===== config.mk =====
export PLATFORM = sky130hd
export DESIGN_NAME = amfx_ctrl
export DESIGN_NICKNAME = d
export VERILOG_FILES = /design/src/hdl/amfx_pkg.sv /design/src/hdl/amfx_ctrl.sv
export SDC_FILE = /design/constraint.sdc
export NUM_CORES = 1
export LEC_CHECK = 0
export ABC_CLOCK_PERIOD_IN_PS = 2200
export BUFFER_PORTS_ARGS = -buffer_cell sky130_fd_sc_hd__buf_2
export CAP_MARGIN = 20
export CELL_PAD_IN_SITES_DETAIL_PLACEMENT = 0
export CELL_PAD_IN_SITES_GLOBAL_PLACEMENT = 2
export CORE_ASPECT_RATIO = 1.75
export CORE_UTILIZATION = 31
export DETAILED_ROUTE_END_ITERATION = 7
export PLACE_DENSITY_LB_ADDON = 0.2
export SLEW_MARGIN = 10
export SYNTH_ARGS = -nofsm -noshare
export SYNTH_HDL_FRONTEND = slang
export SYNTH_SLANG_ARGS = --single-unit
export TNS_END_PERCENT = 10

===== constraint.sdc =====
create_clock -name clk -period 2.2 [get_ports clk]
set_input_delay 0 -clock clk [delete_from_list [all_inputs] [get_ports clk]]
set_output_delay 0 -clock clk [all_outputs]
set_load 0.1 [all_outputs]

===== src/hdl/amfx_pkg.sv =====
// shared types, constants and register codes of the audio multi-effect core
`timescale 1ns / 1ps

package amfx_pkg;

  localparam int DEF_HISTORY_DEPTH = 262144;

  localparam int SAMPLE_W   = 16;
  localparam int DELAY_W    = 18;
  localparam int LEN_W      = 19;
  localparam int GAIN_W     = 19;
  localparam int RPOS_W     = 18;
  localparam int MODE_W     = 3;
  localparam int CFG_IDX_W  = 3;
  localparam int CFG_DATA_W = 19;
  localparam int ACC_W      = 18;
  localparam int DIVD_W     = 35;
  localparam int Q_W        = 17;
  localparam int DIV_STEPS  = 17;
  localparam int DIV_CNT_W  = 5;

  // effect modes
  localparam logic [MODE_W-1:0] MODE_LEFT   = 3'd0;
  localparam logic [MODE_W-1:0] MODE_RIGHT  = 3'd1;
  localparam logic [MODE_W-1:0] MODE_SINGLE = 3'd2;
  localparam logic [MODE_W-1:0] MODE_DOUBLE = 3'd3;
  localparam logic [MODE_W-1:0] MODE_TRIPLE = 3'd4;
  localparam logic [MODE_W-1:0] MODE_AMP    = 3'd5;

  // register indexes
  localparam logic [CFG_IDX_W-1:0] REG_EFFECT_MODE  = 3'd0;
  localparam logic [CFG_IDX_W-1:0] REG_SINGLE_DELAY = 3'd1;
  localparam logic [CFG_IDX_W-1:0] REG_FIRST_DELAY  = 3'd2;
  localparam logic [CFG_IDX_W-1:0] REG_SECOND_DELAY = 3'd3;
  localparam logic [CFG_IDX_W-1:0] REG_THIRD_DELAY  = 3'd4;
  localparam logic [CFG_IDX_W-1:0] REG_RAMP_LEN     = 3'd5;

  // register reset values
  localparam logic [MODE_W-1:0]  RST_EFFECT_MODE  = MODE_LEFT;
  localparam logic [DELAY_W-1:0] RST_SINGLE_DELAY = 18'd44000;
  localparam logic [DELAY_W-1:0] RST_FIRST_DELAY  = 18'd44100;
  localparam logic [DELAY_W-1:0] RST_SECOND_DELAY = 18'd88200;
  localparam logic [DELAY_W-1:0] RST_THIRD_DELAY  = 18'd131072;
  localparam logic [LEN_W-1:0]   RST_RAMP_LEN     = 19'd131072;

  localparam logic [LEN_W-1:0]  RAMP_MAX = 19'd262144;
  localparam logic [GAIN_W-1:0] GAIN_MAX = 19'd524287;

  localparam logic signed [SAMPLE_W-1:0] SAMPLE_MIN = 16'sh8000;
  localparam logic signed [SAMPLE_W-1:0] SAMPLE_MAX = 16'sh7fff;

  // ceil(2^21 / 5); exact floor division by five for every doubled tap sum
  localparam logic [LEN_W-1:0] TRIPLE_RECIP = 19'd419431;
  localparam int               RECIP_SHIFT  = 21;

  // controller to datapath
  typedef struct packed {
    logic       take;
    logic       rd;
    logic [1:0] tap_sel;
    logic       wr;
    logic       calc;
    logic       prep;
    logic       step;
    logic       load;
  } amfx_cmd_t;

  // datapath to controller
  typedef struct packed {
    logic [1:0] n_taps;
    logic       use_div;
    logic       div_serial;
    logic       out_busy;
  } amfx_stat_t;

endpackage


===== src/hdl/amfx_ctrl.sv =====
// sequencer for tap reads, history write, arithmetic and divider steps
`timescale 1ns / 1ps

module amfx_ctrl (
  input  logic                 clk,
  input  logic                 rst,
  input  logic                 s_tvalid,
  output logic                 s_tready,
  input  amfx_pkg::amfx_stat_t stat,
  output amfx_pkg::amfx_cmd_t  cmd
);

  typedef enum logic [6:0] {
    S_IDLE  = 7'b0000001,
    S_READ  = 7'b0000010,
    S_WRITE = 7'b0000100,
    S_CALC  = 7'b0001000,
    S_PREP  = 7'b0010000,
    S_DIV   = 7'b0100000,
    S_DONE  = 7'b1000000
  } amfx_state_t;

  amfx_state_t state, state_next;
  logic [1:0] tap_cnt, tap_cnt_next;
  logic [amfx_pkg::DIV_CNT_W-1:0] div_cnt, div_cnt_next;

  always_ff @(posedge clk) begin
    if (rst) begin
      state   <= S_IDLE;
      tap_cnt <= '0;
      div_cnt <= '0;
    end else begin
      state   <= state_next;
      tap_cnt <= tap_cnt_next;
      div_cnt <= div_cnt_next;
    end
  end

  always_comb begin
    state_next   = state;
    tap_cnt_next = tap_cnt;
    div_cnt_next = div_cnt;
    cmd          = '0;
    s_tready     = 1'b0;
    case (state)
      S_IDLE: begin
        s_tready = 1'b1;
        if (s_tvalid) begin
          cmd.take     = 1'b1;
          tap_cnt_next = '0;
          state_next   = (stat.n_taps != 2'd0) ? S_READ : S_WRITE;
        end
      end
      S_READ: begin
        cmd.rd      = 1'b1;
        cmd.tap_sel = tap_cnt;
        if (tap_cnt == stat.n_taps - 2'd1) begin
          state_next = S_WRITE;
        end else begin
          tap_cnt_next = tap_cnt + 2'd1;
        end
      end
      S_WRITE: begin
        cmd.wr     = 1'b1;
        state_next = S_CALC;
      end
      S_CALC: begin
        cmd.calc   = 1'b1;
        state_next = stat.use_div ? S_PREP : S_DONE;
      end
      S_PREP: begin
        cmd.prep     = 1'b1;
        div_cnt_next = '0;
        // division by five finishes here, the ramp divisor needs the serial loop
        state_next   = stat.div_serial ? S_DIV : S_DONE;
      end
      S_DIV: begin
        cmd.step = 1'b1;
        if (div_cnt == amfx_pkg::DIV_CNT_W'(amfx_pkg::DIV_STEPS - 1)) begin
          state_next = S_DONE;
        end else begin
          div_cnt_next = div_cnt + 1'b1;
        end
      end
      S_DONE: begin
        if (!stat.out_busy) begin
          cmd.load   = 1'b1;
          state_next = S_IDLE;
        end
      end
      default: begin
        state_next = S_IDLE;
      end
    endcase
  end

endmodule


==> impl_metrics.json, run 1 <==
{
  "status": "complete, no violations",
  "clk_pin_slew_worst_paths_ns": 0.06,
  "dieHeight_um": 73.61,
  "layout.cells.non_filler": 153,
  "grt_pass1_wl_um": 3643,
  "insertion_delay_ns": 0.24,
  "total_switching_power_uw": 253.0,
  "cts_buffers": 3,
  "post-place-cells": 148,
  "dp_hpwl_um": 1614,
  "drtPass1Iterations": 4,
  "post_cts_resize_count": 0,
  "syn-num-nets": 119,
  "overflow": 0,
  "layout.nets": 138,
  "grt_pass1_vias": 823,
  "slowest_delay_ns": 0.53,
  "power.share.clock": 0.336,
  "drc": 0,
  "cp_max_fo": 6,
  "wl_per_cell_um": 13.10,
  "synth_edf_count": 0,
  "std_cell_rows": 25,
  "arrival_ns": 2.09,
  "maxSlewHeadroom": 0.5674,
  "netSwitchingFraction": 0.3423,
  "netlist_area_um2": 908.4,
  "rsz0062_at_grt": "false",
  "synth_async_sr_flop_share": 0,
  "maxCapViolations": 0,
  "antenna_left": 0,
  "yosys.area.top_type_share": 0.3085,
  "antenna_found_initial": 0,
  "yosysSeqAreaShare": 0.3085,
  "path_cells": "or3_1 > nor4b_4 > and2_4 > buf_2",
  "fmax_ghz": 0.4790,
  "power.share.sequential": 0.374,
  "period_needed_ns": 2.088,
  "grt_use_total": 0.1508,
  "area_growth_pct": 21.90,
  "die_w_um": 42.92,
  "start_util": 0.3300,
  "power.leakage_uw": 0.0004568,
  "drtIter0Drc": 19,
  "post_cts_buffers": 0,
  "synth_area_leaders": "dfxtp_1 31%, xor2_1 4.8%, ha_1 4.1%",
  "clock_sinks": 14,
  "cp.required_ns": 2.20,
  "h-tree-depth": 1,
  "power_density_nw_per_um2": 667.5,
  "yosys_warnings": 0,
  "hold_class": "input pin to register",
  "grt_max_degree": 10,
  "clock_path_buffers": 2,
  "finalSetupViolCount": 0,
  "final_util": 0.4023,
  "root_buffer": "clkbuf_8",
  "gp_congestion": 0.7463,
  "synth_ff_type": "dfxtp_1",
  "finClkSkew_ns": 0.0006385,
  "ir_worst_vdd_mv": 0.7305,
  "power.internal_uw": 486.1,
  "avgSynthCellArea_um2": 8.411,
  "cp_slowest_cell": "or3_1",
  "num_vias": 801,
  "die_area_um2": 3159,
  "portBuffers": 17,
  "hold_depth": 2,
  "viasPerCell": 5.235,
  "ys_seq_elements": 14,
  "finalHoldViolations": 0,
  "diodes": 0,
  "crit_type": "register to output port",
  "drt_wl_total_um": 2005,
  "fin_crit_sh": 0.9490,
  "comb_power_share": 0.290,
  "synth_top_area_cell": "dfxtp_1",
  "drive_above_1_share": 0.3016,
  "worstMarginPinSlew_ns": 0.6435,
  "yosysUniqueCellTypes": 45,
  "postSynthCellCount": 108,
  "cts_tree": "yes",
  "reg2reg_depth": 7,
  "core_area_um2": 2753,
  "cp-end-kind": "output port",
  "ios": 18,
  "drv_slew": 0,
  "startpoint_type": "register"
}
Yosys cell counts (2+ instances only):
| cell type | number |
|---|---|
| dfxtp_1 | 14 |
| nor2_1 | 10 |
| a21oi_1 | 7 |
| inv_1 | 7 |
| nand2_1 | 6 |
| nand2b_1 | 5 |
| xor2_1 | 5 |
| nand3_1 | 4 |
| nor3_1 | 4 |
| and2_1 | 3 |
| ha_1 | 3 |
| o21ai_0 | 3 |
| and3_1 | 2 |
| clkbuf_1 | 2 |
| nor2_2 | 2 |
| xnor2_1 | 2 |
power groups by stage:
stage / clock (uW) / sequential (uW) / combinational (uW)
2_1_floorplan: 0 / 274 / 188
3_3_place_gp: 0 / 281 / 216
3_5_place_dp: 0 / 281 / 215
4_1_cts: 262 / 275 / 217
5_1_grt: 270 / 277 / 230
6_report: 249 / 276 / 214
per-stage QoR:
stage / total power (uW) / setup WS (ns) / TNS, ns / hold WS (ns) / instance area, um^2
after floorplan: 462.3 / -0.5684 / -4.304 / 0.1138 / 938.4
final: 739.1 / 0.1121 / 0 / 0.05980 / 1107
after global routing: 777.1 / 0.03618 / 0 / 0.06421 / 1107
after detailed placement: 496.0 / 0.3223 / 0 / 0.2376 / 1042
after global placement: 496.4 / 0.3538 / 0 / 0.2388 / 1042
after CTS: 753.8 / 0.08580 / 0 / 0.05706 / 1107
final timing paths:
path / start / end / slack (ns)
worst max-delay path: state[4] / cmd[8] / 0.11
worst min-delay path: rst / div_cnt[1] / 0.06
worst max register to register: div_cnt[0] / state[6] / 0.32
worst min register to register: div_cnt[1] / div_cnt[1] / 0.49
state kept, by name, summed over array words and instances (netlist names):
name,flops
div_cnt,5
tap_cnt,2
state,7
critical path: cells and delay by family, from the launching register on:
family	cells	cell delay (ns)
flip-flops	1	0.33
buffers and inverters	1	0.41
AND/OR/NAND/NOR	3	1.10
logic make-up after synthesis:
logic type / count (synthesis) / share of synthesized area
buffers and inverters: 11 / 0.05510
and+or+nand+nor: 55 / 0.3940
adders and majority gates: 3 / 0.04133
DFF: 14 / 0.3085
muxes: 1 / 0.01102
xor gates and xnor gates: 7 / 0.06749
AOI/OAI and AO/OA: 17 / 0.1226
final cells by class:
type	count	area, um^2
timing repair buffer	18	110.1
multi-input combinational	83	600.6
clock buffer	4	55.05
sequential	14	281.5
fill	299	1645
inverter	7	26.28
tap	27	33.78
layer usage:
layer,GRT usage,up-vias,share of wire
met2,0.2795,11,0.56
met3,0.02211,2,0.023
li1,-,414,-
met5,0,-,0
met1,0.1654,374,0.40
met4,0.06250,0,0.011
timing repair:
item,4_1_cts,5_1_grt
setup endpoints to repair,0,0
hold endpoints to repair,1,0
hold buffers,1,0
cell usage in the layout (no fill, tap or decap), drive strengths merged, types with 2 or more instances in the layout:
| master | n |
|---|---|
| nor4 | 2 |
| or3 | 2 |
| xor2 | 5 |
| nor4b | 2 |
| ha | 3 |
| nand3 | 4 |
| nor2 | 12 |
| nand2 | 6 |
| and2 | 3 |
| or4 | 2 |
| or2 | 2 |
| and3 | 2 |
| inv | 7 |
| o21ai | 4 |
| xnor2 | 2 |
| dfxtp | 14 |
| nor3 | 6 |
| buf | 17 |
| a21oi | 7 |
| nand2b | 5 |
| clkbuf | 4 |
Power figures use the tool's default switching activity.
==> run 2: changes to the inputs <==
- ABC_CLOCK_PERIOD_IN_PS: 2200 -> 2400
- CORE_ASPECT_RATIO: 1.75 -> default
- MAX_ROUTING_LAYER: default -> met4
- clock period: 2.2 -> 2.4 ns (I/O delays scaled with it)
==> run 2 against run 1 <==
  * Global-route usage is 1.4 points lower
  * Critical path type unchanged
  * Utilization shrank 1.6 points
  * Cell count up 2.6%
==> impl_metrics.json, run 2 (synthesis results as in run 1) <==
{
  "top_register": "state",
  "area_growth_pct": 17.36,
  "drc": 0,
  "drv_slew": 0,
  "grt_max_degree": 10,
  "fmax_ghz": 0.4523,
  "grt_pass1_wl_um": 3146,
  "die_area_um2": 3151,
  "cts_buffers": 3,
  "slowest_delay_ns": 0.54,
  "wl_per_cell_um": 12.16,
  "most-common-layout-cells": "17 x buf_2, 14 x dfxtp_1, 9 x nor2_1",
  "viasPerCell": 4.949,
  "cp-end-kind": "output port",
  "drt_wl_total_um": 1909,
  "power.share.clock": 0.281,
  "fin_crit_sh": 0.9213,
  "largest_register_ffs": 7,
  "gp_congestion": 0.8279,
  "cp_num_buf_inv": 1,
  "path_cells": "or2_1 > or4_1 > nor4b_2 > buf_2",
  "diodes": 0,
  "antenna_found_initial": 0,
  "layout.nets": 138,
  "startpoint_type": "register",
  "power.leakage_uw": 0.0004461,
  "layout_commonest_cell": "buf_2",
  "top_regs": "state: 7 flops, div_cnt: 5 flops, tap_cnt: 2 flops",
  "portBuffers": 17,
  "hold_class": "input pin to register",
  "finalInstanceArea_um2": 1066,
  "clock_sinks": 14,
  "post_cts_buffers": 0,
  "period_needed_ns": 2.211,
  "crit_type": "register to output port",
  "finalSetupViolCount": 0,
  "total_switching_power_uw": 229.7,
  "worstMarginPinSlew_ns": 0.6051,
  "fill_cells": 289,
  "power.share.sequential": 0.407,
  "insertion_delay_ns": 0.28,
  "drive_above_1_share": 0.2857,
  "finClkSkew_ns": 0.002025,
  "antenna_left": 0,
  "die_w_um": 56.13,
  "maxCapViolations": 0,
  "hold_slack_ns": 0.01856,
  "dieHeight_um": 56.13,
  "num_vias": 777,
  "netSwitchingFraction": 0.3693,
  "finalHoldViolations": 0,
  "rsz0062_at_grt": "false",
  "ir_worst_vdd_mv": 0.4648,
  "ios": 18,
  "start_util": 0.3294,
  "power_density_nw_per_um2": 583.5,
  "status": "complete, no violations",
  "cts_tree": "yes",
  "maxSlewHeadroom": 0.5933,
  "drtIter0Drc": 10,
  "cp_max_fo": 8,
  "crit_family": "simple AND/OR/NAND/NOR gates",
  "h-tree-depth": 1,
  "power.internal_uw": 392.3,
  "core_area_um2": 2758,
  "clock_path_buffers": 2,
  "drtPass1Iterations": 4,
  "std_cell_rows": 19,
  "cp_slowest_cell": "or4_1",
  "arrival_ns": 2.21,
  "dp_hpwl_um": 1442,
  "overflow": 0,
  "grt_use_total": 0.1366,
  "postPlaceCellArea_um2": 1020,
  "root_buffer": "clkbuf_4",
  "grt_pass1_vias": 693,
  "ff2ff_setup_slack_ns": 0.51,
  "comb_power_share": 0.312,
  "clk_pin_slew_worst_paths_ns": 0.09,
  "cp.required_ns": 2.40
}
## run 2: layout make-up
class | instances | area [um^2] | area share
well taps | 31 | 38.79 | 0.03639
multi-input cells | 83 | 589.3 | 0.5528
inverters | 7 | 26.28 | 0.02465
flip-flops and latches | 14 | 280.3 | 0.2629
clock buffers | 4 | 36.28 | 0.03404
repair buffers | 18 | 95.09 | 0.08920
## run 2: per-layer routing
metal | global-route usage | part of all wire
met1 | 0.1726 | 0.52
met2 | 0.1973 | 0.44
met3 | 0.03721 | 0.033
met4 | 0.07317 | 0.0089
met5 | - | 0
## run 2: final timing paths
path	startpoint	to	cells past startpoint
hold reg to reg	div_cnt[1]	div_cnt[1]	2
hold / removal	rst	div_cnt[1]	2
setup / recovery	state[2]	cmd[0]	4
setup reg to reg	div_cnt[0]	state[6]	7
## run 2: power groups by stage
stage          logic, uW  registers, uW  clock network, uW
2_1_floorplan        171            251                  0
3_3_place_gp         195            258                  0
3_5_place_dp         192            258                  0
4_1_cts              195            253                178
5_1_grt              205            255                196
6_report             194            253                175
## run 2: repair_timing
item	in CTS	in global routing
hold buffers	1	0
hold endpoints to repair	1	0
gates resized for setup	0	0
## run 2: stage by stage
| step | total power [uW] | utilization | std cells | setup WS (ns) | TNS [ns] |
|---|---|---|---|---|---|
| final | 622.0 | 0.3866 | 157 | 0.1889 | 0 |
| after global routing | 656.0 | 0.3866 | 157 | 0.06060 | 0 |
| after CTS | 625.8 | 0.3866 | 157 | 0.1809 | 0 |
| after detailed placement | 450.9 | 0.3698 | 152 | 0.5019 | 0 |
| after global placement | 452.6 | 0.3698 | 152 | 0.5203 | 0 |
| after floorplan | 421.9 | - | 108 | -0.4421 | -2.442 |
